## src/design/rps_pkg.sv

```systemverilog
// Shared types and constants for the roulette parent selector.
package rps_pkg;

   localparam int OBJ_W              = 32;
   localparam int FRAC_W             = 24;
   localparam int INDEX_W            = 6;
   localparam int MAX_POPULATION_DEF = 64;

   localparam logic MODE_LOAD = 1'b0;
   localparam logic MODE_DRAW = 1'b1;

   typedef enum logic [3:0] {
      ST_IDLE,
      ST_BUILD_RD,
      ST_BUILD_WR,
      ST_TOT_RD,
      ST_TOT_MUL,
      ST_NEED,
      ST_SRCH,
      ST_CMP,
      ST_DONE
   } state_type;

   typedef struct packed {
      logic load_accept;
      logic draw_accept;
      logic build_write;
      logic build_finish;
      logic tot_read;
      logic mul;
      logic need;
      logic srch_read;
      logic cmp;
      logic rsp_load;
   } cmd_type;

   typedef struct packed {
      logic table_ready;
      logic build_done;
      logic srch_more;
      logic rsp_free;
   } status_type;

endpackage

```

## src/design/rps_ctrl.sv

```systemverilog
// Controller state machine for the roulette parent selector.
module rps_ctrl (
   input  logic                clock,
   input  logic                reset,
   input  logic                req_valid,
   input  logic                req_mode,
   input  logic                req_last,
   output logic                req_stall,
   input  rps_pkg::status_type status,
   output rps_pkg::cmd_type    cmd
);
   import rps_pkg::*;

   state_type state_ff;
   state_type state_in;

   always_ff @(posedge clock) begin
      if (reset) begin
         state_ff <= ST_IDLE;
      end else begin
         state_ff <= state_in;
      end
   end

   always_comb begin
      state_in = state_ff;
      case (state_ff)
         ST_IDLE: begin
            if (req_valid) begin
               if (req_mode == MODE_LOAD) begin
                  state_in = req_last ? ST_BUILD_RD : ST_IDLE;
               end else begin
                  state_in = status.table_ready ? ST_TOT_RD : ST_DONE;
               end
            end
         end
         ST_BUILD_RD: state_in = ST_BUILD_WR;
         ST_BUILD_WR: state_in = status.build_done ? ST_IDLE : ST_BUILD_RD;
         ST_TOT_RD:   state_in = ST_TOT_MUL;
         ST_TOT_MUL:  state_in = ST_NEED;
         ST_NEED:     state_in = ST_SRCH;
         ST_SRCH:     state_in = status.srch_more ? ST_CMP : ST_DONE;
         ST_CMP:      state_in = ST_SRCH;
         ST_DONE:     state_in = status.rsp_free ? ST_IDLE : ST_DONE;
         default:     state_in = ST_IDLE;
      endcase
   end

   always_comb begin
      cmd       = '0;
      req_stall = 1'b1;
      case (state_ff)
         ST_IDLE: begin
            req_stall       = 1'b0;
            cmd.load_accept = req_valid && (req_mode == MODE_LOAD);
            cmd.draw_accept = req_valid && (req_mode == MODE_DRAW);
         end
         ST_BUILD_RD: ;
         ST_BUILD_WR: begin
            cmd.build_write  = 1'b1;
            cmd.build_finish = status.build_done;
         end
         ST_TOT_RD:  cmd.tot_read  = 1'b1;
         ST_TOT_MUL: cmd.mul       = 1'b1;
         ST_NEED:    cmd.need      = 1'b1;
         ST_SRCH:    cmd.srch_read = status.srch_more;
         ST_CMP:     cmd.cmp       = 1'b1;
         ST_DONE:    cmd.rsp_load  = status.rsp_free;
         default: ;
      endcase
   end

endmodule

```

## config.mk

```make
export PLATFORM = sky130hd
export DESIGN_NAME = rps_ctrl
export DESIGN_NICKNAME = d
export VERILOG_FILES = /design/src/design/rps_pkg.sv /design/src/design/rps_ctrl.sv
export SDC_FILE = /design/constraint.sdc
export NUM_CORES = 1
export LEC_CHECK = 0
export BUFFER_PORTS_ARGS = -buffer_cell sky130_fd_sc_hd__buf_2
export CAP_MARGIN = 20
export CORE_UTILIZATION = 25
export DETAILED_ROUTE_END_ITERATION = 10
export SYNTH_ARGS = -nofsm -noshare
export SYNTH_HDL_FRONTEND = slang
export SYNTH_SLANG_ARGS = --single-unit
```

## constraint.sdc

```tcl
create_clock -name clock -period 1.52 [get_ports clock]
set_input_delay 0.38 -clock clock [delete_from_list [all_inputs] [get_ports clock]]
set_output_delay 0.38 -clock clock [all_outputs]
set_load 0.03 [all_outputs]
```

==> impl_metrics.json, run 1 <==
{
  "ys_seq_elements": 4,
  "crit_end": "cmd[9]",
  "end_kind": "primary output",
  "place.gp.congestion": 0.738,
  "syn_inst": 50,
  "setup-tns-final_ps": -394,
  "cp-startpoint": "state_ff[2]$_SDFFE_PP0P_",
  "async_reset_ff_share_pct": 0,
  "top_register": "state_ff",
  "hold_path.class": "primary input to flip-flop",
  "path_max_fanout": 3,
  "peakVddDrop_mv": 0.457,
  "r2r_start": "state_ff[0]$_SDFFE_PP0P_",
  "die_w_um": 39.9,
  "tightest_slew_ps": 253,
  "numCtsBuffers": 3,
  "finalHoldViolations": 0,
  "synthesis.nets": 59,
  "reg2reg_depth": 5,
  "avgSynthCellArea_um2": 7.18,
  "cts-root-buf": "clkbuf_4",
  "yosys.area_share.simple_pct": 43.9,
  "finalSetupViolations": 5,
  "synthMuxAreaShare_pct": 6.27,
  "synth_top_family_by_area": "simple AND/OR/NAND/NOR gates",
  "pwr-share-clk_pct": 26.5,
  "period_share_pct": 108,
  "cts.sink_count": 4,
  "cts_tree": "built",
  "power_uw": 481,
  "synth_top_area_cell": "dfxtp_1",
  "start_util_pct": 27.3,
  "relSlewSlack_pct": 82.9,
  "cts_max_path_buffers": 2,
  "ys_seq_area_share_pct": 22.3,
  "ios": 20,
  "die_area_um2": 1590,
  "switching_share_pct": 33.8,
  "power.switching_uw": 163,
  "grt_max_degree": 11,
  "skew_ps": 0.519,
  "p_leak_nw": 0.339,
  "synth.most_common_cell": "nand2_1",
  "reg.largest.list": "state_ff (4)",
  "grt_pass1_wl_mm": 1.69,
  "status": "finished, violations left",
  "vias_per_cell": 5.02,
  "die_y_um": 39.9,
  "largest_reg_flops": 4,
  "dp_hpwl_um": 774,
  "diodes": 0,
  "antenna_left": 0,
  "p_per_area_nw_per_um2": 628,
  "timing.hold.ws_ps": 440,
  "post-place-ws_ps": 3.85,
  "syn_area_um2": 359,
  "layout_min_cycle_time_ps": 1640,
  "cap_violations": 0,
  "netlist.area_leader.share_pct": 22.3,
  "grt.total_usage_pct": 16.1,
  "grt_antenna_before_repair": 0,
  "finalNetCount": 94,
  "h-tree-depth": 1,
  "vias": 492,
  "setup_ws_ps": -124,
  "ys_types": 22,
  "worstPathArrival_ps": 1260,
  "internal_power_uw": 318,
  "core_area_um2": 1320,
  "synth-compound-area-share_pct": 17.8,
  "worstPathRequired_ps": 1140,
  "drt_wl_total_mm": 1.20,
  "synth_edf_count": 0,
  "ys.warnings.count": 0,
  "clk_latency_ps": 230,
  "ff2ff_setup_slack_ps": 90,
  "synth_area_leaders": "dfxtp_1 22%, mux2_2 6.3%, nand2_1 6.3%, a21oi_1 5.6%, buf_2 5.6%",
  "syn_to_final_growth_pct": 113,
  "pwr-share-comb_pct": 47.8,
  "power_frac_seq_pct": 25.7,
  "drc": 0,
  "drtPass1Iterations": 4,
  "num-fill-cells": 118,
  "drive_gt1_share_pct": 72.3,
  "startpoint_type": "flip-flop",
  "max_freq_mhz": 608,
  "ys.flop_type": "dfxtp_1",
  "grt_setup_unrepaired": "true",
  "path_class": "flip-flop to primary output",
  "final_max_slew_viol_count": 0,
  "grt_pass1_vias": 412,
  "utilization_pct": 58.1,
  "rows": 13,
  "drtIter0Drc": 9,
  "port-buffer-count": 19,
  "wire_per_inst_um": 12.2,
  "synth_fa_ha_area_share_pct": 0,
  "grt-ovfl-total": 0,
  "netlist_top_cells_count": "6 x nand2_1, 5 x nor2_1",
  "violations": "negative setup slack",
  "r2r_end": "state_ff[2]$_SDFFE_PP0P_",
  "clkTransAtPathRegs_ps": 40,
  "synthXorXnorAreaFrac_pct": 0
}
-- repair_timing --
item                                   in CTS  in global routing
cloned                                      0                  0
resized for setup                          30                 21
hold buffers                                0                  0
endpoints found under the hold margin       0                  0
setup buffers                               3                  7
setup endpoints to repair                  11                 11
pin swaps                                   4                  7
-- critical path: stages, from the launching register on --
cell and delay (ps):
dfxtp_4 350, nor4_4 320, nand2_1 130, nor2_4 100, buf_6 130
-- per-stage QoR --
step                      cell area (µm²)  instances
final                                 766         98
after global routing                  766         98
after CTS                             662         93
after detailed placement              529         87
after global placement                529         87
after floorplan                       383         50
-- worst min-delay path by stage --
| stage | from | slack (ps) | endpoint | cells after the start |
|---|---|---|---|---|
| 4_1_cts | status[3] | 440 | state_ff[3]$_SDFFE_PP0P_ | 3 |
| 6_report | status[3] | 440 | state_ff[3]$_SDFFE_PP0P_ | 3 |
| 5_1_grt | status[3] | 450 | state_ff[3]$_SDFFE_PP0P_ | 3 |
| 3_5_place_dp | status[3] | 690 | state_ff[3]$_SDFFE_PP0P_ | 3 |
| 3_3_place_gp | state_ff[0]$_SDFFE_PP0P_ | 690 | state_ff[0]$_SDFFE_PP0P_ | 4 |
| 2_1_floorplan | req_mode | 540 | state_ff[3]$_SDFFE_PP0P_ | 2 |
-- routing by layer --
layer,global-route usage [%],vias to the layer above,routed length [µm]
met4,7.76,0,0
met1,20.1,232,504
met2,27.0,9,662
met3,1.70,0,30
li1,-,251,-
met5,0,-,0
-- placed cells by master (no fill, tap or decap), drive strengths merged, types with 3 or more instances in the layout --
| cell | count |
|---|---|
| a21oi | 4 |
| and3 | 3 |
| buf | 34 |
| clkbuf | 3 |
| dfxtp | 4 |
| inv | 4 |
| nand2 | 6 |
| nor2 | 5 |
| nor2b | 3 |
-- power groups by stage --
| stage | Clock (mW) | Combinational [mW] | Sequential (mW) |
|---|---|---|---|
| 3_5_place_dp | 0 | 0.155 | 0.122 |
| 5_1_grt | 0.142 | 0.245 | 0.125 |
| 4_1_cts | 0.136 | 0.198 | 0.122 |
| 2_1_floorplan | 0 | 0.106 | 0.116 |
| 6_report | 0.127 | 0.230 | 0.124 |
| 3_3_place_gp | 0 | 0.154 | 0.123 |
-- layout make-up --
class                           count  area [µm²]  share of cell area [%]
Timing Repair Buffer               34         289                    37.7
Clock buffer                        3        22.5                    2.94
Tap cell                           15        18.8                    2.45
Sequential cell                     4        92.6                    12.1
Multi-Input combinational cell     38         323                    42.2
Inverter                            4        20.0                    2.61
-- cells by family after synthesis --
| kind of cell | after synthesis |
|---|---|
| simple gates | 27 |
| compound gates | 9 |
| buf+inv | 8 |
| flops | 4 |
| mux | 2 |
No activity file was read; power rests on OpenSTA's default activity.
==> run 2, diff against run 1 <==
Settings changed: CTS_BUF_LIST set to sky130_fd_sc_hd__clkbuf_4 sky130_fd_sc_hd__clkbuf_8, PLACE_DENSITY set to 0.56.
==> impl_metrics.json, run 2 (synthesis results as in run 1) <==
{
  "cts.sink_count": 4,
  "path_class": "flip-flop to primary output",
  "place.gp.congestion": 0.806,
  "worstPathArrival_ps": 1280,
  "met3_usage_pct": 3.41,
  "slowest_delay_ps": 340,
  "fin_area_um2": 724,
  "relSlewSlack_pct": 81.0,
  "drtPass1Iterations": 4,
  "vias_per_cell": 5.01,
  "cts-root-buf": "clkbuf_4",
  "core_area_um2": 1320,
  "grt_pass1_vias": 413,
  "setup_ws_ps": -141,
  "clk_latency_ps": 230,
  "drc": 0,
  "final_cell_mix": "14 x buf_4, 9 x buf_2, 6 x buf_6",
  "cts.hold.buffers_added": 0,
  "vias": 476,
  "rows": 13,
  "syn_to_final_growth_pct": 102,
  "final_max_slew_viol_count": 0,
  "start_util_pct": 27.3,
  "largest_reg_flops": 4,
  "path_buf_inv": 1,
  "setup-tns-final_ps": -598,
  "drt_wl_total_mm": 1.18,
  "antenna_left": 0,
  "dp_hpwl_um": 729,
  "grt-ovfl-total": 0,
  "drive_gt1_share_pct": 72.5,
  "startpoint_type": "flip-flop",
  "port-buffer-count": 19,
  "tightest_slew_ps": 283,
  "layout_min_cycle_time_ps": 1660,
  "drtIter0Drc": 5,
  "peakVddDrop_mv": 0.380,
  "finalHoldViolations": 0,
  "top_register": "state_ff",
  "hold_path.class": "primary input to flip-flop",
  "status": "finished, violations left",
  "ios": 20,
  "grt.total_usage_pct": 16.8,
  "die_w_um": 39.9,
  "grt_pass1_wl_mm": 1.75,
  "numCtsBuffers": 3,
  "period_share_pct": 109,
  "cts_max_path_buffers": 2,
  "finalSetupViolations": 8,
  "grt_setup_unrepaired": "true",
  "num-fill-cells": 118,
  "skew_ps": 1.31,
  "worstPathRequired_ps": 1140,
  "max_freq_mhz": 602,
  "path_max_fanout": 4,
  "reg.largest.list": "state_ff (4)",
  "diodes": 0,
  "dpl-instance-area_um2": 514,
  "cts_tree": "built",
  "violations": "negative setup slack",
  "crit_chain": "nor4_4, and3_2, buf_4",
  "finalNetCount": 91,
  "utilization_pct": 55.0,
  "die_area_um2": 1590,
  "cap_violations": 0,
  "worst_path_dominant_cell_family": "simple AND/OR/NAND/NOR gates",
  "die_y_um": 39.9,
  "grt_busiest_layer": "met2",
  "timing.hold.ws_ps": 471,
  "p_per_area_nw_per_um2": 653,
  "grt_max_degree": 9,
  "h-tree-depth": 1,
  "end_kind": "primary output",
  "wire_per_inst_um": 12.4,
  "layout_commonest_cell": "buf_4",
  "crit_slowest_cell": "dfxtp_2",
  "grt_use_met2_pct": 26.6,
  "p_leak_nw": 0.335,
  "clkTransAtPathRegs_ps": 40,
  "grt_antenna_before_repair": 0,
  "grtUsageMet1_pct": 20.4,
  "power_uw": 473
}
-- run 2: cell count changes in the layout (fill, tap and decap cells not counted), moves of 2 or more --
cell | before | now
inv_1 | 0 | 2
a21oi_1 | 4 | 1
a21oi_2 | 0 | 3
buf_6 | 9 | 6
-- run 2: worst register-to-register path, delay by kind of cell, from the launching register on --
kind,cells,cell delay [ps]
AOI/OAI and AO/OA,3,740
DFF,1,350
buffers and inverters,2,280
-- run 2: metrics by stage --
step / std cells / setup WS, ps
6_report: 95 / -141
3_3_place_gp: 85 / 50.7
5_1_grt: 95 / -196
4_1_cts: 92 / -121
3_5_place_dp: 85 / 51.6
2_1_floorplan: 50 / -16.2
-- run 2: final cells by class --
| type | count | area [µm²] | area share (%) |
|---|---|---|---|
| multi-input combinational | 38 | 325 | 44.9 |
| timing repair buffer | 31 | 248 | 34.2 |
| sequential | 4 | 92.6 | 12.8 |
| clock buffer | 3 | 22.5 | 3.11 |
| tap | 15 | 18.8 | 2.59 |
| inverter | 4 | 17.5 | 2.42 |
-- run 2: repair_timing --
action / 4_1_cts / 5_1_grt
pin swaps: 5 / 5
setup buffers: 4 / 3
gates resized for setup: 29 / 17
setup endpoints to repair: 10 / 15
-- run 2: routing by layer --
layer  wire (µm)  vias up
met5           0        -
met4          52        0
met3          52        6
met2         565       18
met1         512      215
li1            -      237
-- run 2: final timing paths --
| check | cells past startpoint | slack, ps | from | end |
|---|---|---|---|---|
| hold reg to reg | 3 | 640 | state_ff[3]$_SDFFE_PP0P_ | state_ff[2]$_SDFFE_PP0P_ |
| setup / recovery | 3 | -140 | state_ff[3]$_SDFFE_PP0P_ | cmd[8] |
| setup reg to reg | 5 | 70 | state_ff[0]$_SDFFE_PP0P_ | state_ff[0]$_SDFFE_PP0P_ |
| hold / removal | 3 | 470 | status[3] | state_ff[3]$_SDFFE_PP0P_ |
-- run 2: report_power, final --
group / leakage [nW] / internal (mW) / total [mW] / switching (mW)
clock: 0.0138 / 0.0881 / 0.128 / 0.0400
combinational: 0.286 / 0.110 / 0.222 / 0.112
sequential: 0.0353 / 0.111 / 0.123 / 0.0118
